### src/hdl/lfu_pkg.sv
package lfu_pkg;

	localparam int CAPACITY   = 16;
	localparam int KEY_BITS   = 32;
	localparam int VALUE_BITS = 32;

	localparam int IDX_W   = (CAPACITY > 1) ? $clog2(CAPACITY) : 1;
	localparam int OCC_W   = $clog2(CAPACITY + 1);
	localparam int CFG_W   = 5;
	localparam int CMP_W   = (OCC_W > CFG_W) ? OCC_W : CFG_W;
	localparam int CNT_W   = 32;
	localparam int STAMP_W = 64;
	localparam int IO_W    = 32;

	localparam logic [CFG_W-1:0] CAP_RESET = CFG_W'(16);

	typedef enum logic [1:0] {
		CMD_NONE    = 2'd0,
		CMD_TOUCH   = 2'd1,
		CMD_INSTALL = 2'd2
	} cmd_op_t;

	// write command broadcast to every cell; the cell's select bit picks the target
	typedef struct packed {
		cmd_op_t               op;
		logic                  wr_val;
		logic [KEY_BITS-1:0]   key;
		logic [VALUE_BITS-1:0] value;
		logic [STAMP_W-1:0]    stamp;
	} cmd_t;

	// running eviction candidate passed along the chain
	typedef struct packed {
		logic               vld;
		logic [CNT_W-1:0]   cnt;
		logic [STAMP_W-1:0] stamp;
		logic [IDX_W-1:0]   idx;
	} best_t;

endpackage

### src/hdl/lfu_cell.sv
module lfu_cell
	import lfu_pkg::*;
(
	input  logic                  clk,
	input  logic                  arst_n,
	input  logic [IDX_W-1:0]      idx,
	input  logic                  vld,
	input  logic [KEY_BITS-1:0]   look_key,
	output logic                  match,
	output logic [VALUE_BITS-1:0] value_out,
	input  logic                  sel,
	input  cmd_t                  cmd,
	input  best_t                 best_in,
	output best_t                 best_out
);

	logic [KEY_BITS-1:0]   key_q;
	logic [VALUE_BITS-1:0] value_q;
	logic [CNT_W-1:0]      cnt_q;
	logic [STAMP_W-1:0]    stamp_q;
	logic                  own_better;
	best_t                 best_d;

	assign match     = vld && (key_q == look_key);
	assign value_out = value_q;

	always_ff @(posedge clk) begin
		if (sel) begin
			case (cmd.op)
				CMD_TOUCH: begin
					if (cnt_q != '1) begin
						cnt_q <= cnt_q + CNT_W'(1);
					end
					stamp_q <= cmd.stamp;
					if (cmd.wr_val) begin
						value_q <= cmd.value;
					end
				end
				CMD_INSTALL: begin
					key_q   <= cmd.key;
					value_q <= cmd.value;
					cnt_q   <= CNT_W'(1);
					stamp_q <= cmd.stamp;
				end
				default: ;
			endcase
		end
	end

	// take over the candidate only when strictly smaller, so the lowest slot wins ties
	always_comb begin
		own_better = vld && (!best_in.vld || (cnt_q < best_in.cnt) ||
			((cnt_q == best_in.cnt) && (stamp_q < best_in.stamp)));
		if (own_better) begin
			best_d.vld   = 1'b1;
			best_d.cnt   = cnt_q;
			best_d.stamp = stamp_q;
			best_d.idx   = idx;
		end else begin
			best_d = best_in;
		end
	end

	always_ff @(posedge clk or negedge arst_n) begin
		if (!arst_n) begin
			best_out <= '0;
		end else begin
			best_out <= best_d;
		end
	end

endmodule

### config.mk
export PLATFORM = sky130hd
export DESIGN_NAME = lfu_cell
export DESIGN_NICKNAME = d
export VERILOG_FILES = /design/src/hdl/lfu_pkg.sv /design/src/hdl/lfu_cell.sv
export SDC_FILE = /design/constraint.sdc
export NUM_CORES = 1
export LEC_CHECK = 0
export ABC_AREA = 1
export BUFFER_PORTS_ARGS = -buffer_cell sky130_fd_sc_hd__buf_2
export CORE_ASPECT_RATIO = 1.5
export CORE_MARGIN = 2
export CORE_UTILIZATION = 52
export DETAILED_ROUTE_END_ITERATION = 7
export PLACE_DENSITY = 0.9
export SYNTH_ARGS = -nofsm -noshare
export SYNTH_HDL_FRONTEND = slang
export SYNTH_SLANG_ARGS = --single-unit
### constraint.sdc
create_clock -name clk -period 3.75 [get_ports clk]
set_clock_uncertainty 0.1 [all_clocks]
set_input_delay 0.9375 -clock clk [delete_from_list [all_inputs] [get_ports clk]]
set_output_delay 0.9375 -clock clk [all_outputs]
set_load 0.005 [all_outputs]
# Word-level counts from Yosys, hierarchy flattened
# Index checks and enable logic that the tools add are counted.
[op_classes]
addsub = 1
n_mul = 0
n_div = 0
magnitude_cmp = 2
n_eq_ne = 7
shifts = 0
n_mux = 5
bitwise_logic = 0
n_reduce_logical = 12
[op_table]
columns = ["cell", "n"]
rows = [
  ["case mux 32 bit (2 select lines)", 2],
  ["two-way mux 101 bit", 1],
  ["equality test 32 bit", 2],
  ["less-than comparator 64 bit", 1],
  ["two-way mux 32 bit", 2],
  ["adder 32 x 1 -> 32 bit (second input constant)", 1],
  ["less-than comparator 32 bit", 1],
  ["inequality test 32 bit (second input constant)", 1],
  ["AND reduction 3 bit", 2],
  ["inequality test 2 bit (second input constant)", 2],
  ["AND reduction 2 bit", 2],
  ["logical AND 1 bit", 3],
  ["equality test 2 x 1 -> 1 bit (second input constant)", 1],
  ["equality test 2 bit (second input constant)", 1],
  ["logical OR 1 bit", 2],
  ["nonzero test 2 bit", 1],
  ["OR reduction 2 bit", 1],
  ["logical NOT 1 bit", 1],
]
[totals]
reg_bits = 261
latchBits = 0
mem_bits_rw = 0
romBits = 0
in_bits = 272
out_inout_bits = 134
elab_cells = 35
mem_count = 0

# Logic depth before layout (Yosys ltp)
[depth]
ltp_word = 5
depth_mapped = 19
depth_no_buf = 18

# Worst setup path after synthesis
# Ideal clock, no wire load.
[synth_timing]
path_type = "input to register"
from = "input cmd[129] (netlist name)"
to = "register stamp_q[0], enable pin"
setup_ns = 0.488
arrival_ns = 3.934
required_time_ns = 3.162
path_slack_ns = -0.771
path_stages = 3
n_path_buf = 0
cell_sequence = "inv_1 ha_1 nor2_1"
[synth_via]
elab_chain_cells = 3
word_cells_on_any_way = 4
cone_classes = "eq/ne (2); reduce/logical (2)"
[synth_rtl]
columns = ["item", "line", "source"]
rows = [
  ["start: declaration", "lfu_cell.sv:12", "input cmd_t cmd,"],
  ["equality test 2 x 1 -> 1 bit or equality test 2 bit (tied branches)", "lfu_cell.sv:29", "case (cmd.op)"],
  ["OR reduction 2 bit (no line) *", "n/a", ""],
  ["AND reduction 2 bit (no line) *", "n/a", ""],
  ["end signal: assignment", "lfu_cell.sv:34", "stamp_q <= cmd.stamp;"],
  ["end signal: assignment", "lfu_cell.sv:43", "stamp_q <= cmd.stamp;"],
  ["end: declaration", "lfu_cell.sv:20", "logic [STAMP_W-1:0] stamp_q;"],
]
# Mark *: on every way between the ends. The rest lies on a longest branch, timed or not.
# A chain may end at the register's enable or synchronous reset.

# Final worst setup path
[layout_timing]
from = "input look_key[23]"
to = "output match"
[layout_via]
elab_chain_cells = 2
[layout_rtl]
columns = ["item", "line", "source"]
rows = [
  ["start: declaration", "lfu_cell.sv:8", "input logic [KEY_BITS-1:0] look_key,"],
  ["equality test 32 bit", "lfu_cell.sv:24", "assign match = vld && (key_q == look_key);"],
  ["logical AND 1 bit", "lfu_cell.sv:24", ""],
  ["end: declaration", "lfu_cell.sv:9", "output logic match,"],
]
# No other way between the ends.

==> flow_metrics.env <==
export IMPL_clk_pin_slew_ns=0.07
export IMPL_root_driver="sky130_fd_sc_hd__clkbuf_16"
export IMPL_pre_cts_setup_slack_ns=0.228
export IMPL_ys_warn_count=0
export IMPL_initial_antenna_violation_count=7
export IMPL_io_pin_count=406
export IMPL_ys_seq_area_frac=0.578
export IMPL_grt_first_pass_wirelength_mm=55.0
export IMPL_slew_violations=0
export IMPL_num_rows=70
export IMPL_avgSynthCellArea_sq_um=9.99
export IMPL_core_area_sq_mm=0.0242
export IMPL_final_core_util=0.659
export IMPL_crit_path_end_kind="output pin"
export IMPL_post_route_cells_drive_above_1_share=0.287
export IMPL_antenna_left=0
export IMPL_netlist_area_leader_share=0.379
export IMPL_vias_per_cell=5.36
export IMPL_postPlaceCellArea_sq_mm=0.0151
export IMPL_floorplan_die_area_sq_mm=0.0257
export IMPL_post_drt_wl_per_cell_microns=17.7
export IMPL_grt_max_degree=102
export IMPL_cts_setup_buffers=0
export IMPL_dominantRegCellSynth="sky130_fd_sc_hd__edfxtp_1"
export IMPL_status="completed"
export IMPL_max_freq_ghz=0.315
export IMPL_met3_track_utilization_from_global_routing=0.0550
export IMPL_worst_min_delay_path_category="in2async"
export IMPL_htreeDepth=1
export IMPL_synthTopCellsByArea="sky130_fd_sc_hd__edfxtp_1, sky130_fd_sc_hd__dfrtp_1, sky130_fd_sc_hd__ha_1"
export IMPL_rsz0062_at_grt="no"
export IMPL_drt_pass1_iter_count=6
export IMPL_use_met2=0.495
export IMPL_timing_critical_path_from_type="primary input"
export IMPL_power_per_cell_area_mw_per_mm2=439
export IMPL_finalSetupViolCount=0
export IMPL_global_route_usage_met1=0.296
export IMPL_setup_ws_ns=0.578
export IMPL_hold_buffers=0
export IMPL_number_of_enable_type_register_cells_in_the_synthesized_netlist=160
export IMPL_finalWirelength_mm=35.9
export IMPL_hold_viol=0
export IMPL_post_dp_hpwl_mm=26.5
export IMPL_die_width_microns=132
export IMPL_netlist_top_cells_count="sky130_fd_sc_hd__nand2_1, sky130_fd_sc_hd__inv_1, sky130_fd_sc_hd__edfxtp_1"
export IMPL_yosys_register_bits=261
export IMPL_synthesis_area_sq_mm=0.0127
export IMPL_final_area_sq_mm=0.0159
export IMPL_cts_max_path_buffers=3
export IMPL_peakVddDrop_uv=373
export IMPL_tritoncts="yes"
export IMPL_synth_async_reset_ratio=0.387
export IMPL_start_util=0.525
export IMPL_worst_slew_pin_transition_ns=1.19
export IMPL_signed_area_change_from_the_synthesized_netlist_to_the_final_layout_pct=25.5
export IMPL_finalWeightedCongestion=0.955
export IMPL_portBuffers=405
export IMPL_timing_worst_setup_path_type="in2out"
export IMPL_power_leakage_nw=8.06
export IMPL_cap_viol_max_count=0
export IMPL_first_global_vias=11000
export IMPL_gr_usage_all_layers=0.272
export IMPL_clkLatencyLatePin_ns=0.54
export IMPL_final_cells=2029
export IMPL_period_minus_slack_ns=3.17
export IMPL_post_synth_inst_count=1271
export IMPL_clock_sink_count=261
export IMPL_timing_slew_headroom=0.207
export IMPL_grt_overflow_total=0
export IMPL_final_cycle_share=0.846
export IMPL_cts_resized_gates=0
export IMPL_synthDistinctLibCells=47
export IMPL_cts_buffers_inserted=25
export IMPL_finish_net_count=2052
export IMPL_die_height_microns=195
export IMPL_synth_net_count=1641
export IMPL_crit_required_ns=2.71
export IMPL_critical_path_arrival_ns=2.13
export IMPL_power_total_mw=6.99
export IMPL_place_detailed_instances=1979
export IMPL_drt_first_iter_violations=749
export IMPL_detailroute_via_count=10900
export IMPL_synth_largest_area_cell="sky130_fd_sc_hd__edfxtp_1"
export IMPL_fin_tns_setup_ns=0
export IMPL_critPathMaxFanout=1
export IMPL_most_used_layer_global_route="met2"
export IMPL_detail_route_drc_violations=0
export IMPL_synth_most_common_cell="sky130_fd_sc_hd__nand2_1"
export IMPL_hold_ws_ns=0.236
## routing by layer
layer | part of all wire | wire length [microns]
met4 | 0.054 | 1930
met2 | 0.53 | 18900
met5 | 0.0011 | 39
met3 | 0.081 | 2900
met1 | 0.34 | 12100
## final cells by class
class	instances	area, sq um
Fill cell	1774	8240
Inverter	177	664
Clock buffer	30	664
Multi-Input combinational cell	798	4520
Antenna cell	4	10.0
Clock inverter	16	151
Timing Repair Buffer	419	2190
Tap cell	324	405
Sequential cell	261	7330
## power breakdown
group | switching, mW | leakage (nW) | internal [mW] | total [mW]
clock | 1.11 | 0.400 | 1.41 | 2.52
sequential | 0.119 | 2.70 | 3.32 | 3.44
combinational | 0.599 | 4.96 | 0.432 | 1.03
## worst max-delay path: stages
cell and delay, ns:
sky130_fd_sc_hd__buf_2 0.10, sky130_fd_sc_hd__xnor2_1 0.14, sky130_fd_sc_hd__nand2_1 0.08, sky130_fd_sc_hd__a2111oi_0 0.36, sky130_fd_sc_hd__nand3_1 0.18, sky130_fd_sc_hd__nor2_1 0.19, sky130_fd_sc_hd__buf_2 0.14
## worst paths after layout
path                       cells past startpoint                      to               startpoint  slack (ns)
max reg2reg                                   13   best_out[3]$_DFF_PN0_  cnt_q[25]$_SDFFCE_PN0P_        0.82
min                                            1  best_out[78]$_DFF_PN0_                   arst_n        0.24
min in group clk                               2   best_out[4]$_DFF_PN0_     stamp_q[0]$_DFFE_PP_        0.42
max in group asynchronous                      2  best_out[68]$_DFF_PN0_                   arst_n        2.54
max                                            7                   match             look_key[23]        0.58
min reg2reg                                    2   best_out[4]$_DFF_PN0_     stamp_q[0]$_DFFE_PP_        0.42
## sequential cells by signal, indices dropped and copies added (netlist names)
name	flops
best_out	101
cnt_q	32
key_q	32
stamp_q	64
value_out	32
## kinds of logic after synthesis
group,after synthesis,share of synthesized area
AND/OR/NAND/NOR,576,0.198
flip-flops,261,0.578
buffers and inverters,212,0.0684
AO/OA/AOI/OAI,111,0.0501
XOR/XNOR,13,0.00897
adder cells (fa/ha/maj),98,0.0966
## cells in the final DEF, fill, tap and decap left out, drive strengths merged, types with 11 or more instances in the layout
master	instances
edfxtp	160
a21oi	60
inv	179
nor3	27
nand2	326
clkbuf	30
nor2	71
ha	98
nand3	125
o21ai	22
dfrtp	101
buf	419
clkinv	11
(Power assumes the default switching activity.)
